==> src/design/lci_pkg.sv <==
// Shared types, widths and codes of the line and circle intersection block.
// Depends on nothing; every other file of the block imports it.
`timescale 1ns / 1ps
package lci_pkg;

   // Coordinate width, signed Q12.4 at 16 bits
   localparam int CW   = 16;
   // Differences of two coordinates
   localparam int DW   = CW + 1;
   // A = |d|^2 (unsigned), H = d.e and C (signed)
   localparam int AW   = 2 * CW + 2;
   localparam int HW   = 2 * CW + 2;
   // Quarter discriminant, signed, even width for the square root
   localparam int QW   = 4 * CW + 4;
   // Square root and its remainder
   localparam int RW   = 2 * CW + 2;
   localparam int REMW = RW + 2;
   // Numerator -H +/- root, signed
   localparam int NW   = 2 * CW + 4;
   // Product d * numerator: signed width and magnitude width
   localparam int PRW  = DW + NW;
   localparam int PW   = 3 * CW + 3;
   // Quotient bits kept before saturation takes over
   localparam int QTW  = CW + 2;
   localparam int CMPW = AW + QTW;
   // Queue between the front and the back
   localparam int FIFO_DEPTH = 4;

   // Register indexes
   localparam logic [1:0] CSR_CENTER_X = 2'd0;
   localparam logic [1:0] CSR_CENTER_Y = 2'd1;
   localparam logic [1:0] CSR_RADIUS   = 2'd2;

   // Hit counts
   localparam logic [1:0] HIT_NONE = 2'd0;
   localparam logic [1:0] HIT_ONE  = 2'd1;
   localparam logic [1:0] HIT_TWO  = 2'd2;

   typedef struct packed {
      logic signed [CW-1:0] start_x;
      logic signed [CW-1:0] start_y;
      logic signed [CW-1:0] end_x;
      logic signed [CW-1:0] end_y;
   } req_type;

   typedef struct packed {
      logic [1:0]           hit_count;
      logic signed [CW-1:0] first_x;
      logic signed [CW-1:0] first_y;
      logic signed [CW-1:0] second_x;
      logic signed [CW-1:0] second_y;
   } rsp_type;

   typedef struct packed {
      logic signed [CW-1:0] center_x;
      logic signed [CW-1:0] center_y;
      logic [CW-2:0]        radius;
   } cfg_type;

   // Classified item handed from the front to the back
   typedef struct packed {
      logic signed [CW-1:0] sx;
      logic signed [CW-1:0] sy;
      logic signed [DW-1:0] dx;
      logic signed [DW-1:0] dy;
      logic signed [HW-1:0] h;
      logic [AW-1:0]        a;
      logic [QW-1:0]        q;
      logic [1:0]           cnt;
   } cls_type;

endpackage

==> src/design/lci_fifo.sv <==
// Short queue of classified items between the front and the back.
// Depends on lci_pkg.
`timescale 1ns / 1ps
module lci_fifo (
   input  logic              clock,
   input  logic              reset,
   input  logic              push,
   input  lci_pkg::cls_type  push_data,
   output logic              full,
   input  logic              pop,
   output logic              nonempty,
   output lci_pkg::cls_type  pop_data
);
   import lci_pkg::*;

   localparam int PTRW = $clog2(FIFO_DEPTH);

   cls_type         mem_ff [FIFO_DEPTH];
   logic [PTRW-1:0] wr_ff, rd_ff;
   logic [PTRW:0]   cnt_ff;
   logic            do_pop;

   assign full     = cnt_ff == (PTRW+1)'(FIFO_DEPTH);
   assign nonempty = cnt_ff != '0;
   assign do_pop   = pop && nonempty;
   assign pop_data = mem_ff[rd_ff];

   // Advance pointers and occupancy
   always_ff @(posedge clock) begin
      if (reset) begin
         wr_ff  <= '0;
         rd_ff  <= '0;
         cnt_ff <= '0;
      end else begin
         if (push) wr_ff <= wr_ff + 1'b1;
         if (do_pop) rd_ff <= rd_ff + 1'b1;
         if (push && !do_pop) cnt_ff <= cnt_ff + 1'b1;
         else if (!push && do_pop) cnt_ff <= cnt_ff - 1'b1;
      end
   end

   always_ff @(posedge clock) begin
      if (push) mem_ff[wr_ff] <= push_data;
   end

endmodule

==> config.mk <==
export PLATFORM = sky130hd
export DESIGN_NAME = lci_fifo
export DESIGN_NICKNAME = d
export VERILOG_FILES = /design/src/design/lci_pkg.sv /design/src/design/lci_fifo.sv
export SDC_FILE = /design/constraint.sdc
export NUM_CORES = 1
export LEC_CHECK = 0
export BUFFER_PORTS_ARGS = -buffer_cell sky130_fd_sc_hd__buf_2
export CAP_MARGIN = 0
export CORE_ASPECT_RATIO = 1.5
export CORE_MARGIN = 10
export CORE_UTILIZATION = 35
export DETAILED_ROUTE_END_ITERATION = 10
export PLACE_DENSITY = 0.49
export SLEW_MARGIN = 20
export SYNTH_ARGS = -nofsm -noshare
export SYNTH_HDL_FRONTEND = slang
export SYNTH_SLANG_ARGS = --single-unit
==> constraint.sdc <==
create_clock -name clock -period 7.3 [get_ports clock]
set_clock_uncertainty 0.05 [all_clocks]
set_input_delay 1.095 -clock clock [delete_from_list [all_inputs] [get_ports clock]]
set_output_delay 1.095 -clock clock [all_outputs]
set_load 0.01 [all_outputs]
==> flow_summary_export.csv, run 1 <==
group,metric,value,unit
status,status,"finished, final reports clean",
synth,yosysTopAreaCellShare,82.01,%
synth,synthTopCellsByCount,"edfxtp_1 (816), mux4_2 (204), buf_2 (22)",
sta,fin_ws,3.212,ns
clock_network,cts_setup_buffers,0,
power,seq_power_share,45.8,%
worst_hold_path,hp-start,"rd_ff[0]",
power,swShare,26.09,%
synth,syn_nets,1324,
clock_network,hold_buffers,0,
grt,antenna_found_initial,26,
power,power,12.16,mW
placed_design,hpwl,41.02,mm
final_layout,num-fill-cells,7522,
clock_network,clk_latency,0.62,ns
synth,async_flop_share,0,%
sta,fmax,0.2446,GHz
sta,setup_tns,0,ns
route,firstDrtPassIters,5,
clock_network,cts_root_buf,"clkbuf_16",
setup_path,cp_max_fo,62,
sta,finalCritPeriodShare,56.00,%
floorplanning,die_w,258.6,µm
route,wl_per_cell,24.26,µm
placed_design,gp_congestion,0.7167,
placed_design,io_buffers,413,
final_layout,synthToLayoutAreaGrowth,20.18,%
floorplanning,fp-row-count,131,
floorplanning,die-area,97700,µm²
power,powerDensity,338.6,nW/µm²
final_layout,nets,1789,
sta,maxSlewHeadroom,28.70,%
synth,synth-seq-area-share,82.61,%
power,comb_power_share,20.7,%
synth,synth_seq_cells,825,
power,pwr-share-clk,33.5,%
clock_network,cts_htree_levels,3,
grt,grtUsageTotal,13.79,%
synth,synth.distinct_cells,20,
synth,synth_area_leaders,"edfxtp_1 (82%), mux4_2 (15%), buf_6 (0.72%)",
clock_network,cts_resized,0,
clock_network,cts_sinks,825,
floorplanning,num_io_pins,414,
clock_network,cts_tree,"built",
setup_path,crit-reg2reg-launch,"wr_ff[0]",
route,met3_length,5.603,mm
grt,grt_remaining_overflow,0,
floorplanning,initial_utilization,35.19,%
synth,synth_top_cell_by_area,"edfxtp_1",
sta,maxSlewViolCount,0,
synth,synth_flop_cell,"edfxtp_1",
final_layout,drive_above_1_share,46.12,%
sta,rsz0062_at_grt,"no",
clock_network,cts_buffer_depth,3,
setup_path,path_class,"register to output port",
power,p_switching,3.173,mW
grt,grt_pass1_vias,14630,
clock_network,path_clk_slew,0.06,ns
route,drt_iter0_markers,776,
power,ir_drop,205.1,µV
worst_hold_path,hold_path.class,"register to register",
placed_design,dpl_worst_slack,3.515,ns
floorplanning,die_h,377.9,µm
final_layout,regArea,24690,µm²
route,wl_met2,33.31,mm
synth,ys.warnings.count,0,
power,internal_power,8.987,mW
synth,synth_edf_count,816,
synth,syn_area,29880,µm²
run,maxCapViolCount,0,
sta,hold_viol_final,0,
route,wl_met1,26.68,mm
final_layout,multiInputGateArea,4848,µm²
synth,synth.avg_cell_area,26.92,µm²
route,drcViolationCount,0,
sta,min_period,4.088,ns
route,drt_wl_total,67.41,mm
route,ant_nets,0,
route,routed.top_layer,"met5",
sta,worst_slew_pin_slew,1.069,ns
synth,yosysMostFrequentCell,"edfxtp_1",
setup_path,endpoint_kind,"output port",
power,leakagePower,11.79,nW
floorplanning,coreArea,84900,µm²
grt,grt_first_pass_wirelength,99.85,mm
synth,syn-instance-count,1110,
setup_path,crit_arrival,2.94,ns
route,vias,13410,
grt,grt_max_degree,129,
clock_network,numCtsBuffers,81,
sta,finalSetupViolCount,0,
setup_path,cp.required,6.15,ns
route,vias_per_cell,4.824,
setup_path,start_kind,"register",
## power groups by stage
stage	sequential [mW]	combinational, mW	clock [mW]
6_report	5.57	2.52	4.08
4_1_cts	5.62	2.57	4.22
3_3_place_gp	5.71	2.56	0
2_1_floorplan	5.64	1.69	0
3_5_place_dp	5.72	2.56	0
5_1_grt	5.59	2.75	4.41
## final timing paths
kind | to | slack [ns] | cells past startpoint
min | register | 0.48 | 2
max | pop_data[52] | 3.21 | 4
min reg2reg | register | 0.48 | 2
max reg2reg | mem_ff[2][32] | 4.74 | 4
## per-layer routing
layer  up-vias  track usage (%)
met5         -                0
met4        22            4.659
met3       120            4.961
met2       416            22.22
met1      7068            17.05
li1       5781                -
## final cells by class
cell class                      count  share of cell area (%)
Sequential cell                   825                   68.76
Antenna cell                       12                 0.08362
Timing Repair Buffer              429                   6.425
Multi-Input combinational cell    235                   13.50
Inverter                            3                 0.03136
Tap cell                         1130                   3.937
Clock inverter                     51                   1.481
Clock buffer                       94                   5.780
## kinds of logic (layout without fill, tap and decap cells)
logic type / Yosys count / in the layout / share of synthesized area (%)
multiplexers: 206 / 206 / 15.44
buffers and inverters: 50 / 577 / 1.198
adder cells (fa/ha/maj): 6 / 6 / 0.2764
other: 0 / 12 / 0
AND/OR/NAND/NOR: 14 / 14 / 0.2387
AO/OA/AOI/OAI: 4 / 4 / 0.08792
XOR/XNOR: 5 / 5 / 0.1466
flip-flops: 825 / 825 / 82.61
## critical path, stage by stage (launching register included)
cell and delay (ns):
dfxtp_4 0.67, buf_16 0.29, buf_12 0.47, mux4_2 0.59, buf_2 0.18
## stage by stage
| stage | util [%] | instances | area (µm²) | hold WS, ns |
|---|---|---|---|---|
| 2_1_floorplan | - | 1110 | 29880 | 0.4337 |
| 3_3_place_gp | 39.16 | 2621 | 33240 | 0.4534 |
| 3_5_place_dp | 39.16 | 2621 | 33240 | 0.4627 |
| 4_1_cts | 42.23 | 2766 | 35850 | 0.4847 |
| 5_1_grt | 42.27 | 2770 | 35890 | 0.5075 |
| 6_report | 42.29 | 2779 | 35910 | 0.4784 |
## registers in the layout, indices dropped and copies added, names as in the netlist, named ones only
signal,count
cnt_ff,3
mem_ff,816
rd_ff,2
wr_ff,2
## cell usage in the layout, fill, tap and decap left out, types with 2 or more instances in the layout
master,n
diode_2,12
dfxtp_4,2
nor2_1,7
clkinv_16,2
clkinv_2,17
inv_6,3
or3_1,2
clkbuf_16,81
and2_4,4
mux4_2,204
dfxtp_1,7
ha_1,5
mux2i_1,2
buf_12,8
bufinv_16,8
clkbuf_1,13
clkinv_1,16
inv_1,3
clkinvlp_4,2
xor2_1,4
buf_2,413
buf_4,7
edfxtp_1,816
No activity file was read; power rests on OpenSTA's default activity.
==> run 2: changes to the inputs <==
--- a/config.mk
+++ b/config.mk
@@ -11,7 +11,7 @@
 export CORE_MARGIN = 10
 export CORE_UTILIZATION = 35
 export DETAILED_ROUTE_END_ITERATION = 10
-export PLACE_DENSITY = 0.49
+export PLACE_DENSITY = 0.51
 export SLEW_MARGIN = 20
 export SYNTH_ARGS = -nofsm -noshare
 export SYNTH_HDL_FRONTEND = slang
==> constraint.sdc (replaced) <==
create_clock -name clock -period 3.5 [get_ports clock]
set_clock_uncertainty 0.05 [all_clocks]
set_input_delay 0.525 -clock clock [delete_from_list [all_inputs] [get_ports clock]]
set_output_delay 0.525 -clock clock [all_outputs]
set_load 0.01 [all_outputs]
==> run 2 against run 1 <==
Clock power is 100% higher. Cell count is 0.72% higher. Register-to-register slack worse by 3.5 ns. Sequential cell count stayed put. Largest power group unchanged. Critical path depth is 1 lower. Highest routed layer unchanged.
==> flow_summary_export.csv, run 2 (synthesis results as in run 1) <==
group,metric,value,unit
setup_path,path_class,"register to output port",
sta,setup_tns,0,ns
power,leakagePower,11.93,nW
sta,fin_ws,0.4393,ns
setup_path,critPathTopFamily,"flip-flops",
setup_path,start_kind,"register",
clock_network,cts_sinks,825,
floorplanning,num_io_pins,414,
final_layout,max_flop_register,"mem_ff",
final_layout,synthToLayoutAreaGrowth,21.13,%
clock_network,path_clk_slew,0.06,ns
route,wl_per_cell,24.42,µm
clock_network,cts_setup_buffers,0,
floorplanning,coreArea,84900,µm²
power,internal_power,18.85,mW
clock_network,cts_tree,"built",
clock_network,cts_root_buf,"clkbuf_16",
setup_path,endpoint_kind,"output port",
sta,fmax,0.3267,GHz
sta,finalCritPeriodShare,87.45,%
sta,worst_slew_pin_slew,0.6494,ns
final_layout,fin_cells,2799,
setup_path,crit_path_top_delay_cell,"dfxtp_4",
setup_path,endpoint,"pop_data[47]",
status,status,"finished, final reports clean",
final_layout,nets,1816,
final_layout,mostFrequentLayoutCell,"edfxtp_1",
clock_network,cts_resized,0,
run,maxCapViolCount,0,
setup_path,rrSetupSlack,1.27,ns
placed_design,dp.cells,2649,
route,drt_iter0_markers,724,
final_layout,top_regs,"mem_ff: 816 flops, cnt_ff: 3 flops",
clock_network,clk_latency,0.62,ns
final_layout,drive_above_1_share,46.63,%
power,swShare,25.88,%
power,pwr-share-clk,32.7,%
setup_path,crit_chain,"buf_4 -> mux4_2 -> buf_2",
final_layout,fin_area,36190,µm²
power,comb_power_share,21.7,%
clock_network,cts_htree_levels,3,
clock_network,hold_buffers,0,
grt,grtUsageTotal,13.93,%
power,powerDensity,702.7,nW/µm²
route,vias,13500,
route,ant_nets,0,
setup_path,slowest_delay,0.74,ns
route,drcViolationCount,0,
final_layout,largest_register_ffs,816,
final_layout,layout_common_cells,"edfxtp_1 (816), buf_2 (413), mux4_2 (204)",
power,ir_drop,483.6,µV
sta,rsz0062_at_grt,"no",
power,seq_power_share,45.6,%
clock_network,cts_buffer_depth,3,
setup_path,crit-reg2reg-launch,"cnt_ff[0]",
placed_design,io_buffers,413,
route,vias_per_cell,4.823,
setup_path,reg2reg_depth,7,
sta,hold_slack,0.06756,ns
sta,maxSlewHeadroom,56.71,%
floorplanning,die-area,97700,µm²
setup_path,cp_max_fo,23,
grt,grt_max_degree,78,
placed_design,dpl_worst_slack,0.9812,ns
setup_path,cp.required,2.92,ns
grt,antenna_found_initial,19,
final_layout,postLayoutCoreUtil,42.63,%
floorplanning,initial_utilization,35.19,%
setup_path,critical_path_buf_inv_count,2,
power,p_switching,6.581,mW
setup_path,r2r-end,"cnt_ff[2]",
floorplanning,die_h,377.9,µm
grt,grt_pass1_vias,14700,
sta,hold_viol_final,0,
setup_path,crit_cells,3,
route,firstDrtPassIters,4,
grt,grt_remaining_overflow,0,
grt,grt_first_pass_wirelength,101.1,mm
placed_design,gp_congestion,0.7320,
sta,min_period,3.061,ns
route,drt_wl_total,68.34,mm
floorplanning,fp-row-count,131,
power,power,25.43,mW
placed_design,place_area,33670,µm²
clock_network,numCtsBuffers,81,
sta,finalSetupViolCount,0,
sta,maxSlewViolCount,0,
placed_design,hpwl,43.44,mm
floorplanning,die_w,258.6,µm
worst_hold_path,hold_path.class,"input port to register",
setup_path,crit_arrival,2.49,ns
## run 2: cell type report
cell class / count / area, µm²
Antenna cell: 7 / 17.52
Inverter: 3 / 11.26
Clock inverter: 43 / 400.4
Multi-Input combinational cell: 235 / 4848
Fill cell: 7471 / 48710
Timing Repair Buffer: 456 / 2703
Clock buffer: 100 / 2108
Tap cell: 1130 / 1414
Sequential cell: 825 / 24690
## run 2: worst reg2reg max path: cells and delay by family, from the launching register on
kind                     cells  cell delay, ns
adder cells (fa/ha/maj)      2            0.65
AO/OA/AOI/OAI                2            0.55
flip-flops                   1            0.37
AND/OR/NAND/NOR              1            0.31
XOR/XNOR                     1            0.18
buffers and inverters        1            0.07
## run 2: routing by layer
| metal | global-route usage (%) | vias up | wire length, µm |
|---|---|---|---|
| li1 | - | 5821 | - |
| met1 | 16.55 | 7160 | 26600 |
| met2 | 23.45 | 379 | 35000 |
| met3 | 4.454 | 122 | 4884 |
| met4 | 5.003 | 18 | 1774 |
| met5 | 0 | - | 88 |
## run 2: worst min path at each step
| stage | end | slack, ns | from | depth (start not counted) |
|---|---|---|---|---|
| 2_1_floorplan | cnt_ff[2] | 0.43 | cnt_ff[2] | 2 |
| 3_5_place_dp | register | 0.46 | rd_ff[0] | 2 |
| 3_3_place_gp | cnt_ff[2] | 0.45 | cnt_ff[2] | 2 |
| 6_report | mem_ff[2][7] | 0.07 | push_data[7] | 1 |
| 5_1_grt | mem_ff[1][122] | 0.03 | push_data[122] | 1 |
| 4_1_cts | mem_ff[2][108] | 0.008 | push_data[108] | 1 |
## run 2: power by group through the flow
stage	sequential [mW]	clock, mW	combinational, mW
after floorplan	11.7	0	3.54
after global placement	11.8	0	5.74
after detailed placement	11.8	0	5.75
after CTS	11.6	8.64	5.77
after global routing	11.6	9.00	5.99
final	11.6	8.33	5.52
